===== src/rtl/dpq_pkg.sv =====
`timescale 1ns / 1ps
// ----------------------------------------------------------------------------
// dpq_pkg
// Shared types and constants of the deadline priority queue.
// ----------------------------------------------------------------------------
package dpq_pkg;

    localparam int DEF_QUEUE_DEPTH = 16;
    localparam int DEF_TAG_BITS    = 16;

    localparam int TAG_W = 16;
    localparam int URG_W = 3;
    localparam int DUE_W = 31;
    localparam int STA_W = 2;
    localparam int DATA_W = 56;

    localparam logic REQ_PUSH = 1'b0;
    localparam logic REQ_POP  = 1'b1;

    typedef enum logic [STA_W-1:0] {
        ST_PUSHED   = 2'd0,
        ST_FULL     = 2'd1,
        ST_POPPED   = 2'd2,
        ST_EMPTY    = 2'd3
    } t_status;

    typedef enum logic [1:0] {
        S_IDLE,
        S_SCAN,
        S_SHIFT
    } t_state;

endpackage


===== src/rtl/dpq_mem.sv =====
`timescale 1ns / 1ps
// ----------------------------------------------------------------------------
// dpq_mem
// Entry store: one write port, one read port with registered data.
// ----------------------------------------------------------------------------
module dpq_mem #(
    parameter int DEPTH = 16,
    parameter int WIDTH = 50
) (
    input  logic                     i_clk,
    input  logic                     i_we,
    input  logic [$clog2(DEPTH)-1:0] i_waddr,
    input  logic [WIDTH-1:0]         i_wdata,
    input  logic [$clog2(DEPTH)-1:0] i_raddr,
    output logic [WIDTH-1:0]         o_rdata
);
    logic [WIDTH-1:0] r_mem [DEPTH];
    logic [WIDTH-1:0] r_q;

    always_ff @(posedge i_clk) begin
        if (i_we) begin
            r_mem[i_waddr] <= i_wdata;
        end
        r_q <= r_mem[i_raddr];
    end

    assign o_rdata = r_q;
endmodule


===== src/rtl/deadline_priority_queue_top.sv =====
`timescale 1ns / 1ps
// ----------------------------------------------------------------------------
// deadline_priority_queue_top
// Earliest-deadline-first task queue held in a single-port-read memory.
// ----------------------------------------------------------------------------
// Channel | Dir | tdata                                   | tuser
// s_axis  | in  | [15:0] tag, [18:16] urgency, [49:19] due | [0] req_type
// m_axis  | out | [15:0] tag, [18:16] urgency, [49:19] due | [1:0] status
//
// Push and empty pop: the result is registered in the cycle after accept.
// Pop: a scan of all stored entries (one memory read per cycle), then
// compacting the store, one entry moved per cycle.
// One item is in work at a time; input is taken only when idle and the
// result register is free or being drained. Reset empties the queue.
// ----------------------------------------------------------------------------
module deadline_priority_queue_top #(
    parameter int QUEUE_DEPTH = dpq_pkg::DEF_QUEUE_DEPTH,
    parameter int TAG_BITS    = dpq_pkg::DEF_TAG_BITS
) (
    input  logic                       i_clk,
    input  logic                       i_rst_n,
    input  logic                       i_s_axis_tvalid,
    output logic                       o_s_axis_tready,
    input  logic [dpq_pkg::DATA_W-1:0] i_s_axis_tdata,  // tag, urgency, due_time
    input  logic                       i_s_axis_tuser,  // req_type
    output logic                       o_m_axis_tvalid,
    input  logic                       i_m_axis_tready,
    output logic [dpq_pkg::DATA_W-1:0] o_m_axis_tdata,  // tag, urgency, due_time
    output logic [dpq_pkg::STA_W-1:0]  o_m_axis_tuser   // status
);
    import dpq_pkg::*;

    localparam int IW = $clog2(QUEUE_DEPTH);
    localparam int CW = $clog2(QUEUE_DEPTH + 1);
    localparam int EW = TAG_BITS + URG_W + DUE_W;
    localparam logic [CW-1:0] FULL = CW'(QUEUE_DEPTH);

    t_state          r_state, n_state;
    logic [CW-1:0]   r_count, n_count;
    logic [IW-1:0]   r_idx, n_idx;
    logic [IW-1:0]   r_best, n_best;
    logic [EW-1:0]   r_bent, n_bent;
    logic            r_ovalid, n_ovalid;
    t_status         r_ostat, n_ostat;
    logic [EW-1:0]   r_oent, n_oent;

    logic            w_we;
    logic [IW-1:0]   w_waddr, w_raddr;
    logic [EW-1:0]   w_wdata, w_q, w_in_ent;
    logic [TAG_BITS-1:0] w_tag;
    logic [TAG_W-1:0]    w_otag;
    logic            w_acc, w_better, w_last;

    dpq_mem #(.DEPTH(QUEUE_DEPTH), .WIDTH(EW)) u_mem (
        .i_clk   (i_clk),
        .i_we    (w_we),
        .i_waddr (w_waddr),
        .i_wdata (w_wdata),
        .i_raddr (w_raddr),
        .o_rdata (w_q)
    );

    always_comb begin
        for (int b = 0; b < TAG_BITS; b++) begin
            w_tag[b] = (b < TAG_W) ? i_s_axis_tdata[b] : 1'b0;
        end
        for (int b = 0; b < TAG_W; b++) begin
            w_otag[b] = (b < TAG_BITS) ? r_oent[b] : 1'b0;
        end
    end

    assign w_in_ent = {i_s_axis_tdata[49:19], i_s_axis_tdata[18:16], w_tag};
    assign o_s_axis_tready = (r_state == S_IDLE) && (!r_ovalid || i_m_axis_tready);
    assign w_acc = i_s_axis_tvalid && o_s_axis_tready;

    // strict compare keeps the older (lower) slot on full ties
    assign w_better = (w_q[EW-1 -: DUE_W] < r_bent[EW-1 -: DUE_W]) ||
                      ((w_q[EW-1 -: DUE_W] == r_bent[EW-1 -: DUE_W]) &&
                       (w_q[TAG_BITS +: URG_W] < r_bent[TAG_BITS +: URG_W]));
    assign w_last = ((CW+1)'(r_idx) + (CW+1)'(1)) == (CW+1)'(r_count);

    always_ff @(posedge i_clk) begin
        if (!i_rst_n) begin
            r_state  <= S_IDLE;
            r_count  <= '0;
            r_ovalid <= 1'b0;
        end else begin
            r_state  <= n_state;
            r_count  <= n_count;
            r_ovalid <= n_ovalid;
        end
        r_idx   <= n_idx;
        r_best  <= n_best;
        r_bent  <= n_bent;
        r_ostat <= n_ostat;
        r_oent  <= n_oent;
    end

    always_comb begin
        n_state  = r_state;
        n_count  = r_count;
        n_idx    = r_idx;
        n_best   = r_best;
        n_bent   = r_bent;
        n_ovalid = r_ovalid && !i_m_axis_tready;
        n_ostat  = r_ostat;
        n_oent   = r_oent;
        w_we     = 1'b0;
        w_waddr  = r_idx;
        w_wdata  = w_q;
        w_raddr  = '0;
        unique case (r_state)
            S_IDLE: begin
                if (w_acc) begin
                    n_idx = '0;
                    if (i_s_axis_tuser == REQ_PUSH) begin
                        n_ovalid = 1'b1;
                        n_oent   = '0;
                        if (r_count == FULL) begin
                            n_ostat = ST_FULL;
                        end else begin
                            w_we    = 1'b1;
                            w_waddr = r_count[IW-1:0];
                            w_wdata = w_in_ent;
                            n_count = r_count + CW'(1);
                            n_ostat = ST_PUSHED;
                        end
                    end else if (r_count == '0) begin
                        n_ovalid = 1'b1;
                        n_ostat  = ST_EMPTY;
                        n_oent   = '0;
                    end else begin
                        n_state = S_SCAN;
                    end
                end
            end
            S_SCAN: begin
                // w_q holds slot r_idx
                if (r_idx == '0 || w_better) begin
                    n_best = r_idx;
                    n_bent = w_q;
                end
                if (w_last) begin
                    n_oent  = (r_idx == '0 || w_better) ? w_q : r_bent;
                    n_idx   = (r_idx == '0 || w_better) ? r_idx : r_best;
                    w_raddr = n_idx + IW'(1);
                    if (n_idx == r_idx) begin
                        n_state  = S_IDLE;
                        n_ovalid = 1'b1;
                        n_ostat  = ST_POPPED;
                        n_count  = r_count - CW'(1);
                    end else begin
                        n_state = S_SHIFT;
                    end
                end else begin
                    n_idx   = r_idx + IW'(1);
                    w_raddr = n_idx;
                end
            end
            S_SHIFT: begin
                // move slot r_idx+1 down into r_idx
                w_we    = 1'b1;
                w_waddr = r_idx;
                w_wdata = w_q;
                n_idx   = r_idx + IW'(1);
                w_raddr = r_idx + IW'(2);
                if (((CW+1)'(r_idx) + (CW+1)'(2)) == (CW+1)'(r_count)) begin
                    n_state  = S_IDLE;
                    n_ovalid = 1'b1;
                    n_ostat  = ST_POPPED;
                    n_count  = r_count - CW'(1);
                end
            end
            default: n_state = S_IDLE;
        endcase
    end

    assign o_m_axis_tvalid = r_ovalid;
    assign o_m_axis_tuser  = r_ostat;
    assign o_m_axis_tdata  = {{(DATA_W-TAG_W-URG_W-DUE_W){1'b0}},
                              r_oent[EW-1 -: DUE_W], r_oent[TAG_BITS +: URG_W], w_otag};

    a_count_range: assert property (@(posedge i_clk) disable iff (!i_rst_n)
        r_count <= FULL) else $error("entry count beyond depth");
    a_busy_no_out: assert property (@(posedge i_clk) disable iff (!i_rst_n)
        (r_state != S_IDLE) |-> !o_s_axis_tready)
        else $error("input taken while busy");
    a_out_hold: assert property (@(posedge i_clk) disable iff (!i_rst_n)
        (r_ovalid && !i_m_axis_tready) |=> (r_ovalid && $stable(r_ostat)))
        else $error("stalled result dropped");
    a_pop_nonempty: assert property (@(posedge i_clk) disable iff (!i_rst_n)
        (r_state == S_SCAN) |-> (r_count != '0))
        else $error("scan on empty queue");
endmodule


===== config.mk =====
export PLATFORM = sky130hd
export DESIGN_NAME = deadline_priority_queue_top
export DESIGN_NICKNAME = d
export VERILOG_FILES = /design/src/rtl/dpq_pkg.sv /design/src/rtl/dpq_mem.sv /design/src/rtl/deadline_priority_queue_top.sv
export SDC_FILE = /design/constraint.sdc
export NUM_CORES = 1
export LEC_CHECK = 0
export BUFFER_PORTS_ARGS = -buffer_cell sky130_fd_sc_hd__buf_2
export CORE_ASPECT_RATIO = 0.75
export CORE_UTILIZATION = 36
export CTS_BUF_LIST = sky130_fd_sc_hd__clkbuf_8
export DETAILED_ROUTE_END_ITERATION = 6
export PLACE_DENSITY = 0.5
export SYNTH_ARGS = -nofsm -noshare
export SYNTH_HDL_FRONTEND = slang
export SYNTH_SLANG_ARGS = --single-unit

===== constraint.sdc =====
create_clock -name i_clk -period 6 [get_ports i_clk]
set_input_delay 1.2 -clock i_clk [delete_from_list [all_inputs] [get_ports i_clk]]
set_output_delay 1.2 -clock i_clk [all_outputs]
set_load 0.02 [all_outputs]

==> parameters.txt <==
Parameter                              Value

Outcome
  Outcome    completed

Timing
  Final Skew    0.0490 ns
  Fin. Hold Viols    0
  Max Transition Viols Final    0
  Rel. slew slack    0.257
  Final setup fails    0
  Worst Slack Setup Final    0.720 ns
  Transition time of the tightest slew-check pin    1.11 ns
  Setup TNS after final layout    0 ns
  RSZ-0062 raised after global routing    no
  Final worst path period need    5.28 ns
  Ratio of final minimum period to clock period    0.880
  Peak Freq    189 MHz

Layout
  Area added between synthesis and finish    14.9%
  Fraction of final layout cells with drive strength greater than 1    0.191
  Final design area excluding fillers    44500 µm²
  Nets    2908
  Final core utilization    0.420

Placed design
  Number of buffers inserted by port buffering    108
  DP Area    41600 µm²
  Final HPWL DP    56500 µm
  Final RePlAce weighted congestion    0.773
  Worst setup slack after placement    0.648 ns

Route
  Wire length per cell    23.6 µm
  Vias after detailed routing    22935
  DR DRC count    0
  Final routed wirelength across all metal layers    103000 µm
  Detailed-route vias per instance    5.27
  First DRT Iteration DRCs    1991
  Post-DRT Antenna Nets    0
  Initial DRT Pass Iterations    5

Power and ir drop
  Standby leakage power    15.8 nW
  Power density of the placed cells    334 nW/µm²
  Worst-case vdd ir drop    0.242 mV
  Post-layout total power    14.9 mW

Synth
  Unique masters post-synth    62
  Mux contribution to synthesized area    0.0467
  Sequential element share of the synthesized area    0.735
  Synth Area in Simple Gates    0.0637
  Number of flops mapped to enable cells by yosys    910
  Cell area after technology mapping    38700 µm²
  XOR/XNOR Fraction of Synth Area    0.00465
  Dominant synthesized flop cell    sky130_fd_sc_hd__edfxtp_1
  Instance count of the mapped netlist    2591
  Dominant combinational cell family by area after synthesis    compound AO/OA/AOI/OAI gates
  Adder and majority cell fraction of the synthesized area    0.0147
  Proportion of register bits with asynchronous set or reset after synthesis    0
  Complex-gate fraction of the synthesized area    0.109
  Syn. warnings    0
  Average size of a mapped cell    15.0 µm²
  Flops & latches, synth    968

Hold path
  Hold endpoint    r_bent[11]$_DFFE_PP_
  Hold Path Depth    1
  Hold Startpoint    r_bent[11]$_DFFE_PP_
  Worst min-delay path class    flop to flop

Critical path
  Number of cell instances on the worst register-to-register path    20
  Crit Path Class    flop to flop
  Reg-to-reg critical path startpoint    r_bent[33]$_DFFE_PP_
  Flop-to-flop setup slack    0.72 ns
  Worst path required time    6.75 ns
  Startpoint type of the worst setup path    flop
  Critical path capture point type    flop
  Critical Path Fanout Max    25
  WP data arrival    6.03 ns
  Critical register-to-register path endpoint    u_mem.o_rdata[26]$_DFF_P_

Clock tree
  Clk Latency, worst-skew pair    0.86 ns
  Number of clock buffers inserted by TritonCTS    160
  Clock-pin slew on the worst setup and hold paths    0.06 ns
  TritonCTS clock tree    yes
  Buffer cell driving the clock tree root    sky130_fd_sc_hd__clkbuf_8
  Hold buffer count at CTS    0
  Resize count post-CTS    0
  CTS sink cnt    968
  CTS max path bufs    3
  H-Tree Depth    4
  Post-CTS repair timing setup buffer count    0

Floorplan
  Standard cell core area    106000 µm²
  Ports placed on the boundary    121
  Vertical die dimension    286 µm
  Die Wd    381 µm
  Initial core utilization    0.366
  Die area    109000 µm²
  Rows    103

Global route
  Final global-route overflow total    0
  Vias in the first global route    23060
  Maximum number of pins on one net before global-route repair    117
  Antenna violations before repair    4
  Global-route wire length before repair    150000 µm
  All-layer global routing usage    0.187

Job
  Number of violations of the max-capacitance limit    0
==> worst max-delay path: stages (launching register included) <==
cell,delay (ns)
sky130_fd_sc_hd__edfxtp_1,0.32
sky130_fd_sc_hd__inv_1,0.05
sky130_fd_sc_hd__ha_1,0.29
sky130_fd_sc_hd__nand3_1,0.15
sky130_fd_sc_hd__nor3_1,0.62
sky130_fd_sc_hd__o21ai_0,0.44
sky130_fd_sc_hd__a31oi_1,0.32
sky130_fd_sc_hd__buf_4,0.20
sky130_fd_sc_hd__nor2_2,0.06
sky130_fd_sc_hd__or2_2,0.32
sky130_fd_sc_hd__mux2_2,0.30
sky130_fd_sc_hd__ha_1,0.28
sky130_fd_sc_hd__mux2i_1,0.07
sky130_fd_sc_hd__o22ai_1,0.23
sky130_fd_sc_hd__nand2_1,0.15
sky130_fd_sc_hd__a2111oi_4,0.28
sky130_fd_sc_hd__buf_12,0.30
sky130_fd_sc_hd__buf_12,0.22
sky130_fd_sc_hd__o21a_1,0.17
sky130_fd_sc_hd__o21ai_0,0.09
sky130_fd_sc_hd__a31oi_1,0.27
==> report_power, final <==
| group | switching [mW] | internal (mW) |
|---|---|---|
| Combinational | 1.08 | 0.453 |
| Sequential | 0.125 | 7.91 |
| Clock | 2.61 | 2.67 |
==> layer usage <==
metal  wire length (µm)  vias to the layer above  global-route usage  share of wire
li1                   -                    10464                   -              -
met1              47600                    11670               0.264           0.46
met2              46900                      645               0.289           0.46
met3               5830                      156              0.0332          0.057
met4               2330                        0              0.0689          0.023
met5                  0                        -                   0              0
==> state kept, by name (all words and copies together) (netlist names) <==
register,count
r_state,2
r_count,5
r_best,4
r_idx,4
u_mem.o_rdata,50
o_m_axis_tuser,2
o_m_axis_tvalid,1
u_mem.r_mem,800
r_oent,50
r_bent,50
==> layout by cell type, fill, tap and decap left out, drive strengths merged, types with 9 or more instances in the layout <==
cell type and count:
a21oi 124, nor2 142, inv 123, mux2i 103, o21ai 150, o22ai 102, ha 44, a31oi 61
clkinv 44, and2 54, edfxtp 910, buf 209, dfxtp 58, clkbuf 170, nor3 9, xnor2 13
o21a 50, a221oi 52, o221ai 49, mux2 69, nor4 53, nand3 9, nand2 261
==> stage by stage <==
step	hold WS, ns	std cells
6_report	0.560	4354
3_3_place_gp	0.548	4057
3_5_place_dp	0.549	4057
5_1_grt	0.583	4353
2_1_floorplan	0.528	2596
4_1_cts	0.561	4352
==> layout make-up <==
type                    instances  area, µm²
diodes                          2       5.00
clock buffers                 170       2340
clock inverters               125        578
fillers                      9587      61400
inverters                      48        180
multi-input cells            1415       9490
flip-flops and latches        968      28500
well taps                    1417       1770
repair buffers                209       1650
==> cell usage after synthesis, types with 50 or more instances <==
library cell	count	area [µm²]
sky130_fd_sc_hd__o22ai_1	102	638
sky130_fd_sc_hd__nand2_1	261	980
sky130_fd_sc_hd__a21oi_1	124	621
sky130_fd_sc_hd__o21a_1	50	375
sky130_fd_sc_hd__mux2i_1	103	1030
sky130_fd_sc_hd__nor4_1	53	332
sky130_fd_sc_hd__edfxtp_1	910	27300
sky130_fd_sc_hd__nor2_1	141	529
sky130_fd_sc_hd__a221oi_2	51	766
sky130_fd_sc_hd__dfxtp_1	58	1160
sky130_fd_sc_hd__and2_1	53	332
sky130_fd_sc_hd__clkbuf_1	87	327
sky130_fd_sc_hd__a31oi_1	61	382
sky130_fd_sc_hd__o21ai_0	145	726
sky130_fd_sc_hd__mux2_2	69	777
==> how the worst max path moves through the flow <==
stage,from,end,slack (ns),cells past startpoint
5_1_grt,r_bent[33]$_DFFE_PP_,u_mem.o_rdata[47]$_DFF_P_,0.36,20
4_1_cts,r_bent[33]$_DFFE_PP_,u_mem.o_rdata[26]$_DFF_P_,0.61,20
3_3_place_gp,r_bent[33]$_DFFE_PP_,u_mem.o_rdata[41]$_DFF_P_,0.62,20
3_5_place_dp,r_bent[33]$_DFFE_PP_,u_mem.o_rdata[26]$_DFF_P_,0.65,20
2_1_floorplan,i_m_axis_tready,u_mem.r_mem[12][0]$_DFFE_PP_,0.73,8
6_report,r_bent[33]$_DFFE_PP_,u_mem.o_rdata[26]$_DFF_P_,0.72,20
==> cell families after synthesis <==
group	after synthesis
DFF	968
AOI/OAI and AO/OA	617
and+or+nand+nor	556
buffers and inverters	213
muxes	172
adders and majority gates	45
xor gates and xnor gates	19
other	1
Note: power is estimated with default switching activity, not from simulation.
